<file path="config.mk">
export PLATFORM = sky130hd
export DESIGN_NAME = percent_decoder_top
export DESIGN_NICKNAME = d
export VERILOG_FILES = /design/src/pdec_pkg.sv /design/src/percent_decoder_top.sv /design/src/pdec_decode.sv
export SDC_FILE = /design/constraint.sdc
export NUM_CORES = 1
export LEC_CHECK = 0
export BUFFER_PORTS_ARGS = -buffer_cell sky130_fd_sc_hd__clkbuf_2
export CAP_MARGIN = 10
export CELL_PAD_IN_SITES_DETAIL_PLACEMENT = 0
export CELL_PAD_IN_SITES_GLOBAL_PLACEMENT = 2
export CORE_MARGIN = 10
export CORE_UTILIZATION = 41
export CTS_CLUSTER_DIAMETER = 120
export DETAILED_ROUTE_END_ITERATION = 6
export PLACE_DENSITY_LB_ADDON = 0.1
export RECOVER_POWER = 25
export SETUP_SLACK_MARGIN = 0.3
export SLEW_MARGIN = 20
export SYNTH_ARGS = -nofsm -noshare
export SYNTH_HDL_FRONTEND = slang
export SYNTH_HIERARCHICAL = 1
export SYNTH_SLANG_ARGS = --single-unit
</file>
<file path="constraint.sdc">
create_clock -name clk -period 7.4 [get_ports clk]
set_input_delay 1.85 -clock clk [delete_from_list [all_inputs] [get_ports clk]]
set_output_delay 1.85 -clock clk [all_outputs]
set_load 0.02 [all_outputs]
</file>
<file path="src/pdec_pkg.sv">
package pdec_pkg;

	// Character codes
	localparam logic [7:0] CH_PLUS    = 8'h2B;
	localparam logic [7:0] CH_SPACE   = 8'h20;
	localparam logic [7:0] CH_PERCENT = 8'h25;

	// Most bytes one input beat can produce
	localparam int MAX_RES = 3;
	// Output queue depth
	localparam int Q_DEPTH = 4;

	// Escape tracking, one-hot
	typedef enum logic [2:0] {
		PH_IDLE = 3'b001,  // no escape pending
		PH_PCT  = 3'b010,  // '%' seen
		PH_DIG  = 3'b100   // '%' and one hex digit seen
	} phase_t;

	// Decoded bytes for one input beat
	typedef struct packed {
		logic [MAX_RES-1:0][7:0] chars;
		logic [MAX_RES-1:0]      lasts;
		logic [1:0]              count;
	} pdec_res_t;

	// One queued output beat
	typedef struct packed {
		logic [7:0] ch;
		logic       last;
	} pdec_beat_t;

	function automatic logic is_hex(input logic [7:0] c);
		is_hex = (c >= 8'h30 && c <= 8'h39) || (c >= 8'h41 && c <= 8'h46) ||
			(c >= 8'h61 && c <= 8'h66);
	endfunction

	function automatic logic [3:0] hex_val(input logic [7:0] c);
		logic [7:0] v;
		v = 8'h00;
		if (c >= 8'h30 && c <= 8'h39) begin
			v = c - 8'h30;
		end else if (c >= 8'h41 && c <= 8'h46) begin
			v = c - 8'h37;
		end else if (c >= 8'h61 && c <= 8'h66) begin
			v = c - 8'h57;
		end
		hex_val = v[3:0];
	endfunction

endpackage

</file>
<file path="src/percent_decoder_top.sv">
// Streaming form-urlencoded decoder. Bytes enter one per beat with in_last
// marking the end of a string; '+' leaves as a space, "%hh" as the byte it
// names, and broken escapes leave literally. An input beat is registered,
// decoded combinationally, and its 0 to 3 result bytes are appended to a
// 4-entry output queue that drains one beat per cycle while out_ready is
// high. An accepted byte passes through the input register and the output
// queue before it leaves. With the output side always ready the block
// takes one byte per cycle and never stalls: the escape handling never
// lets the queue hold more than three bytes. The input stalls only when
// output back-pressure fills the queue.
// out_last is set on the final decoded byte of each string.
module percent_decoder_top import pdec_pkg::*; (
	input  logic       clk,
	input  logic       arst_n,
	input  logic       in_valid,
	output logic       in_ready,
	input  logic [7:0] in_char,
	input  logic       in_last,
	output logic       out_valid,
	input  logic       out_ready,
	output logic [7:0] out_char,
	output logic       out_last
);

	logic       valid_s1;
	logic [7:0] char_s1;
	logic       last_s1;

	phase_t     phase_q;
	logic [7:0] held_q;
	phase_t     phase_nxt;
	logic [7:0] held_nxt;
	pdec_res_t  res;

	pdec_beat_t queue_q [Q_DEPTH];
	pdec_beat_t queue_nxt [Q_DEPTH];
	logic [2:0] cnt_q;
	logic [2:0] cnt_keep;
	logic [2:0] cnt_sum;
	logic       pop;
	logic       fire;

	// Input register
	always_ff @(posedge clk or negedge arst_n) begin
		if (!arst_n) begin
			valid_s1 <= 1'b0;
		end else if (in_ready) begin
			valid_s1 <= in_valid;
		end
	end

	always_ff @(posedge clk) begin
		if (in_valid && in_ready) begin
			char_s1 <= in_char;
			last_s1 <= in_last;
		end
	end

	// Decode
	pdec_decode u_decode (
		.ch        (char_s1),
		.last      (last_s1),
		.phase     (phase_q),
		.held      (held_q),
		.res       (res),
		.phase_nxt (phase_nxt),
		.held_nxt  (held_nxt)
	);

	// Queue room check
	assign pop      = (cnt_q != 3'd0) && out_ready;
	assign cnt_keep = cnt_q - {2'b00, pop};
	assign cnt_sum  = cnt_keep + {1'b0, res.count};
	assign fire     = valid_s1 && (cnt_sum <= 3'(Q_DEPTH));
	assign in_ready = !valid_s1 || fire;

	// Escape state
	always_ff @(posedge clk or negedge arst_n) begin
		if (!arst_n) begin
			phase_q <= PH_IDLE;
			held_q  <= 8'h00;
		end else if (fire) begin
			phase_q <= phase_nxt;
			held_q  <= held_nxt;
		end
	end

	// Queue: shift out head, append new results behind kept entries
	always_comb begin
		logic [2:0] k;
		for (int i = 0; i < Q_DEPTH; i++) begin
			k = 3'(i) - cnt_keep;
			if (3'(i) < cnt_keep) begin
				queue_nxt[i] = (pop && i < Q_DEPTH - 1) ? queue_q[(i + 1) % Q_DEPTH]
					: queue_q[i];
			end else if (fire && k < {1'b0, res.count}) begin
				queue_nxt[i].ch   = res.chars[k[1:0]];
				queue_nxt[i].last = res.lasts[k[1:0]];
			end else begin
				queue_nxt[i] = queue_q[i];
			end
		end
	end

	always_ff @(posedge clk) begin
		for (int i = 0; i < Q_DEPTH; i++) begin
			queue_q[i] <= queue_nxt[i];
		end
	end

	always_ff @(posedge clk or negedge arst_n) begin
		if (!arst_n) begin
			cnt_q <= 3'd0;
		end else begin
			cnt_q <= fire ? cnt_sum : cnt_keep;
		end
	end

	// Output beat
	assign out_valid = cnt_q != 3'd0;
	assign out_char  = queue_q[0].ch;
	assign out_last  = queue_q[0].last;

	// Checks
	a_cnt_bound: assert property (@(posedge clk) disable iff (!arst_n)
		cnt_q <= 3'(Q_DEPTH))
		else $error("output queue overflow");

	a_last_clears: assert property (@(posedge clk) disable iff (!arst_n)
		fire && last_s1 |=> phase_q == PH_IDLE && held_q == 8'h00)
		else $error("escape state not cleared at end of string");

	a_last_emits: assert property (@(posedge clk) disable iff (!arst_n)
		fire && last_s1 |-> res.count != 2'd0)
		else $error("end of string produced no byte");

	a_hold_s1: assert property (@(posedge clk) disable iff (!arst_n)
		valid_s1 && !fire |=> valid_s1 && $stable(char_s1) && $stable(last_s1))
		else $error("stalled input register changed");

endmodule

</file>
<file path="src/pdec_decode.sv">
module pdec_decode import pdec_pkg::*; (
	input  logic [7:0] ch,
	input  logic       last,
	input  phase_t     phase,
	input  logic [7:0] held,
	output pdec_res_t  res,
	output phase_t     phase_nxt,
	output logic [7:0] held_nxt
);

	logic [1:0] n;
	logic       fresh;

	always_comb begin
		n         = 2'd0;
		fresh     = 1'b1;
		phase_nxt = PH_IDLE;
		held_nxt  = held;
		res       = '0;

		// Resolve a pending escape
		case (phase)
			PH_PCT: begin
				if (is_hex(ch)) begin
					held_nxt  = ch;
					phase_nxt = PH_DIG;
					fresh     = 1'b0;
				end else begin
					res.chars[n] = CH_PERCENT;
					n = n + 2'd1;
				end
			end
			PH_DIG: begin
				if (is_hex(ch)) begin
					res.chars[n] = {hex_val(held), hex_val(ch)};
					n = n + 2'd1;
					fresh = 1'b0;
				end else begin
					res.chars[n] = CH_PERCENT;
					n = n + 2'd1;
					res.chars[n] = held;
					n = n + 2'd1;
				end
			end
			default: begin
			end
		endcase

		// Plain handling of the current byte
		if (fresh) begin
			if (ch == CH_PLUS) begin
				res.chars[n] = CH_SPACE;
				n = n + 2'd1;
			end else if (ch == CH_PERCENT) begin
				phase_nxt = PH_PCT;
			end else begin
				res.chars[n] = ch;
				n = n + 2'd1;
			end
		end

		// End of string: flush and clear
		if (last) begin
			if (phase_nxt == PH_PCT) begin
				res.chars[n] = CH_PERCENT;
				n = n + 2'd1;
			end else if (phase_nxt == PH_DIG) begin
				res.chars[n] = CH_PERCENT;
				n = n + 2'd1;
				res.chars[n] = held_nxt;
				n = n + 2'd1;
			end
			phase_nxt = PH_IDLE;
			held_nxt  = 8'h00;
		end

		res.count = n;
		for (int i = 0; i < MAX_RES; i++) begin
			res.lasts[i] = last && (n != 2'd0) && (2'(i) == n - 2'd1);
		end
	end

endmodule
</file>
Word level (Yosys, flattened, before mapping)
Memory sizes are Yosys's and may differ from the RTL's.
Cells that the tools add are included.
{"block": "totals", "n_memories": 1, "word_cells": 169, "regBits": 24, "ram_bits": 36, "out_inout_bits": 11, "input_bits": 13}
{"name": "queue_q", "depth": 4, "word_bits": 9, "read_ports": 4, "rd_ports_with_merged_regs": 0, "wr": 4, "line_no": "percent_decoder_top.sv:35", "text": "pdec_beat_t queue_q [Q_DEPTH];"}
{"block": "op_classes", "mux": 73, "bitwise": 6, "addsub": 16, "n_eq_ne": 8, "n_lt_le_gt_ge": 31, "n_reduce_logical": 28}
{"operator": "$mux 24", "count": 6}
{"operator": "$mux 8", "count": 13}
{"operator": "$mux 9", "count": 11}
{"operator": "$bmux 8 s2", "count": 4}
{"operator": "$bwmux 24", "count": 2}
{"operator": "$demux 8 s2", "count": 3}
{"operator": "$ge 8x7->1 const B", "count": 4}
{"operator": "$le 8x7->1 const B", "count": 4}
{"operator": "$mux 4", "count": 6}
{"operator": "$and 14x21->21", "count": 1}
{"operator": "$lt 2x3->1 const B", "count": 7}
{"operator": "$mux 3", "count": 7}
{"operator": "$not 21->21", "count": 1}
{"operator": "$logic_and 1x1->1", "count": 20}
{"operator": "$eq 8x6->1 const B", "count": 2}
{"operator": "$ge 8x6->1 const B", "count": 2}
{"operator": "$le 8x6->1 const B", "count": 2}
{"operator": "$pmux 8 s2", "count": 1}
{"operator": "$sub 4x3->4 const B", "count": 4}
{"operator": "$and 15x15->15", "count": 1}
{"operator": "$not 15->15", "count": 1}
{"operator": "$mux 2", "count": 7}
{"operator": "$lt 3x2->1", "count": 4}
{"operator": "$or 9x9->9", "count": 1}
{"operator": "other kinds (26)", "count": 48}

Longest topological paths before layout
{"block": "logic_depth", "word_depth": 24, "ltp_mapped": 20, "mapped_depth_nobuf": 20}

Hierarchy
The synthesis kept the hierarchy.
{"module": "percent_decoder_top", "area_each_um2": 3279.4, "seq_area_each_um2": 1727.9, "cells_each": 260, "n_inst": 1}
{"module": "pdec_decode", "area_each_um2": 1385.1, "seq_area_each_um2": 0.0, "cells_each": 207, "n_inst": 1}

Worst setup path after synthesis
No wires, ideal clock.
{"block": "synth_path", "kind": "register -> output", "startpoint": "register char_s1[0]", "endpoint": "output port in_ready", "t_required_ns": 5.550, "arrival_ns": 4.369, "path_slack_ns": 1.181, "n_path_buf": 0, "path_stages_with_launch": 20, "path_cell_list": "edfxtp_1 inv_1 ha_1 or3b_1 a31o_4 nand3_1 nor2_1 nor2_1 ha_1 mux2_2 nand2_1 ha_1 nor2_1 a2bb2oi_1 a21oi_1 o21bai_1 fa_1 nor2_1 nor2_1 nand2_1"}
{"element": "start: declaration", "line_no": "percent_decoder_top.sv:26", "text": "logic [7:0] char_s1;"}
{"element": "start signal: assignment", "line_no": "percent_decoder_top.sv:54", "text": "char_s1 <= in_char;"}
{"element": "end: declaration", "line_no": "percent_decoder_top.sv:16", "text": "output logic in_ready,"}

==> metrics.txt <==
run status completed; overall via count from detail_route 3711; Yosys cell types 80; total instance count after detailed placement 617; source of the worst hold timing path queue_q[1][2]$_DFFE_PP_; number of buffers inserted during clock tree synthesis 9; fraction of synthesized cell area taken by the top area cell type 29.0%; Port Buf Inserts 23; ordered cell list for the critical path inv_2 > ha_1 > or3b_1 > a31o_4 > nand3_2 > nor2_1 > nor2_2 > ha_1 > mux2_2 > nand2_1 > ha_2 > o21ai_0 > a21oi_2 > o21bai_2 > fa_2 > xnor3_2 > nor2_2 > nand2_1 > clkbuf_2; unrepaired setup endpoints after global routing false; Max Cap Viol 0; standard cell core area 0.0110 sq mm; post-synthesis net count 506; sequential cell fraction of total power 27.2%; Worst setup SP type register; fraction of final layout cells sized beyond drive strength 1 22.8%; Worst Max-Slew Pin Slew 0.923 ns; clock network power share 16.5%; routed wire length per instance 21.0 um; most frequently used flop master after synthesis sky130_fd_sc_hd__edfxtp_1; Fmax 147 MHz; Gate Count Post-Synth 467; total global-route track usage 16.3%; Slowest Stage Delay on Critical Path 0.49 ns; CTS tree built; CTS Root Cell sky130_fd_sc_hd__clkbuf_16; Routability Congestion 0.957; Yosys reg bits 60; type of the setup path with the least slack register to output pin; drt initial violations 416; number of placed I/O pins 24; detailed-routing iteration count for the pre-antenna-repair pass 6; quantity of hold-fixing buffers added after cts 0; pins over their slew limit 0; Hold/Removal Path Class register to register; arrival time of the worst setup path 4.93 ns; final antenna diode count 0; beginning of the critical path char_s1[0]$_DFFE_PP_; final net count 535; Bufs on Longest Clock Path 2; largest net degree at the start of global routing 37; final setup TNS 0 ns; P_leak 2.10 nW; peak supply drop 0.000340 V; core occupancy in the finished layout 47.8%; Max FO, Critical Path 8; Clk pin slew, worst setup/hold paths 0.05 ns; number of clock sinks 60; die footprint 0.0160 sq mm; largest clock skew in the final design 0.00994 ns; main area contributors after synthesis sky130_fd_sc_hd__edfxtp_1 (29%), sky130_fd_sc_hd__dfrtp_1 (7.5%), sky130_fd_sc_hd__ha_1 (6.7%); time the final worst path needs with I/O delays and setup 6.78 ns; final number of hold-violating endpoints 0; power density of the placed cells 469 mW/mm^2; initial antenna violation count 0; count of unresolved DRC violations after routing 0; Post-synth EDFFs 45; cell internal power dissipation 1.39 mW; final cell count without fillers 641; wirelength, routed 13.4 mm; per-cell via count in the routed design 5.79; die boundary height 127 um; power spent charging and discharging nets 1.07 mW; post-route total power 2.46 mW; x dimension of the die 127 um; Post-Synthesis Mean Instance Area 9.99 sq um; row cnt 38; WP data required 5.55 ns; switching share of total power 43.6%; number of routed nets with antenna violations 0; clock latency on the worst-skew pair 0.33 ns; Setup crit end kind output pin; layout-stage area growth over the synthesis result 12.5%; beginning of the worst register-to-register path char_s1[0]$_DFFE_PP_; Seq/Total Area, Yosys 37.0%; # setup viols final 0; via count of the first global-routing pass 3702; total congestion overflow 0; fraction of registers with async set/reset 25.0%; fin crit share 91.7%; post-detailed-placement half-perimeter wirelength 10.2 mm; proportion of power drawn by combinational gates 56.4%; yosys warns 6; post-synth design cell area 0.00466 sq mm; H-tree levels 3; first-pass GRT wire length 20.8 mm; slowest library cell on the worst path sky130_fd_sc_hd__edfxtp_1; Starting Density 42.5%; Slew headroom 38.4%; cell type contributing the most total cell area after synthesis sky130_fd_sc_hd__edfxtp_1
==> worst max-delay path, delay by kind of cell, from the launching register on <==
family	cells	cell delay, ns
compound gates	4	0.87
xor+xnor	1	0.28
fa+ha+maj	4	1.19
buf+inv	2	0.33
flops	1	0.49
mux	1	0.27
simple gates	7	1.19
==> timing repair <==
action | CTS | global route
setup buffers | 0 | 7
pin swaps | 0 | 1
endpoints found under the hold margin | 0 | 0
endpoints found under the setup margin | 1 | 1
gates resized for setup | 3 | 8
cloned | 0 | 1
==> final timing paths <==
| kind | end | slack, ns | depth (start not counted) |
|---|---|---|---|
| worst min-delay path | queue_q[0][2]$_DFFE_PP_ | 0.55 | 1 |
| worst min register to register | queue_q[0][2]$_DFFE_PP_ | 0.55 | 1 |
| min in group asynchronous | held_q[2]$_DFFE_PN0P_ | 1.64 | 1 |
| worst max-delay path | in_ready | 0.62 | 19 |
| max in group asynchronous | held_q[4]$_DFFE_PN0P_ | 5.20 | 1 |
| worst max register to register | queue_q[0][2]$_DFFE_PP_ | 1.75 | 19 |
==> power by group through the flow <==
stage | Clock [mW] | Combinational, mW | Sequential (mW)
4_1_cts | 0.413 | 1.38 | 0.672
3_3_place_gp | 0 | 1.35 | 0.670
2_1_floorplan | 0 | 1.06 | 0.686
5_1_grt | 0.427 | 1.54 | 0.687
6_report | 0.405 | 1.39 | 0.669
3_5_place_dp | 0 | 1.38 | 0.678
==> cells by family (layout without fill, tap and decap cells) <==
group	Yosys count	after routing	share of synthesized area [%]
buffers and inverters	45	78	4.86
AOI/OAI and AO/OA	147	148	21.2
adders and majority gates	26	26	7.14
and+or+nand+nor	124	124	14.0
xor gates and xnor gates	9	9	2.41
muxes	56	56	13.3
DFF	60	60	37.0
==> synth_stat cells (3+ instances only) <==
| library cell | n |
|---|---|
| sky130_fd_sc_hd__edfxtp_1 | 45 |
| sky130_fd_sc_hd__a21oi_1 | 42 |
| sky130_fd_sc_hd__nor2_1 | 37 |
| sky130_fd_sc_hd__nand2_1 | 36 |
| sky130_fd_sc_hd__o21ai_0 | 36 |
| sky130_fd_sc_hd__mux2i_1 | 26 |
| sky130_fd_sc_hd__ha_1 | 25 |
| sky130_fd_sc_hd__mux2_2 | 24 |
| sky130_fd_sc_hd__inv_1 | 22 |
| sky130_fd_sc_hd__dfrtp_1 | 14 |
| sky130_fd_sc_hd__a22o_1 | 10 |
| sky130_fd_sc_hd__a31oi_1 | 10 |
| sky130_fd_sc_hd__buf_2 | 10 |
| sky130_fd_sc_hd__nand3_1 | 8 |
| sky130_fd_sc_hd__clkbuf_1 | 7 |
| sky130_fd_sc_hd__nor2b_1 | 7 |
| sky130_fd_sc_hd__mux2_4 | 6 |
| sky130_fd_sc_hd__o31ai_1 | 6 |
| sky130_fd_sc_hd__xnor2_1 | 6 |
| sky130_fd_sc_hd__o22ai_1 | 5 |
| sky130_fd_sc_hd__a21boi_0 | 4 |
| sky130_fd_sc_hd__nand2b_1 | 4 |
| sky130_fd_sc_hd__and2_1 | 3 |
| sky130_fd_sc_hd__o21bai_1 | 3 |
| sky130_fd_sc_hd__or3_1 | 3 |
==> layer usage <==
metal / track usage, % / vias to the layer above / part of all wire (%)
met5: 0 / - / 0
met4: 6.36 / 0 / 3.3
met3: 3.92 / 31 / 4.9
met2: 27.0 / 127 / 47
met1: 19.9 / 1758 / 45
li1: - / 1795 / -
==> sequential cells by signal (all words and copies together) (netlist names) <==
| name | count |
|---|---|
| last_s1 | 1 |
| valid_s1 | 1 |
| queue_q | 36 |
| held_q | 8 |
| char_s1 | 8 |
| phase_q | 3 |
| cnt_q | 3 |
==> stage by stage <==
step | worst slack (ns) | cell area [sq um] | hold slack (ns)
finish | 0.616 | 5250 | 0.545
global route | 0.323 | 5250 | 0.569
CTS | 0.307 | 5170 | 0.548
detailed placement | 0.487 | 4890 | 0.533
global placement | 0.655 | 4890 | 0.531
floorplan | 1.18 | 4660 | 0.519
==> final cells by class <==
cell class | instances | area [sq um]
Clock buffer | 10 | 229
Clock inverter | 6 | 55.1
Fill cell | 1066 | 5730
Inverter | 22 | 82.6
Multi-Input combinational cell | 363 | 2750
Sequential cell | 60 | 1730
Tap cell | 140 | 175
Timing Repair Buffer | 40 | 229
==> layout by cell type, fill, tap and decap left out, types with 5 or more instances in the layout <==
cell type / Yosys / layout
sky130_fd_sc_hd__o22ai_1: 5 / 5
sky130_fd_sc_hd__o31ai_1: 6 / 6
sky130_fd_sc_hd__clkbuf_16: 0 / 9
sky130_fd_sc_hd__a22o_1: 10 / 10
sky130_fd_sc_hd__ha_1: 25 / 23
sky130_fd_sc_hd__a21oi_1: 42 / 41
sky130_fd_sc_hd__inv_1: 22 / 20
sky130_fd_sc_hd__a31oi_1: 10 / 10
sky130_fd_sc_hd__edfxtp_1: 45 / 45
sky130_fd_sc_hd__nor2b_1: 7 / 7
sky130_fd_sc_hd__buf_4: 1 / 17
sky130_fd_sc_hd__clkbuf_2: 0 / 12
sky130_fd_sc_hd__clkbuf_1: 7 / 12
sky130_fd_sc_hd__o21ai_0: 36 / 36
sky130_fd_sc_hd__mux2i_1: 26 / 26
sky130_fd_sc_hd__mux2_4: 6 / 6
sky130_fd_sc_hd__xnor2_1: 6 / 6
sky130_fd_sc_hd__nand3_1: 8 / 7
sky130_fd_sc_hd__nor2_1: 37 / 34
sky130_fd_sc_hd__mux2_2: 24 / 24
sky130_fd_sc_hd__nand2_1: 36 / 36
sky130_fd_sc_hd__dfrtp_1: 14 / 14
(Power assumes the default switching activity.)
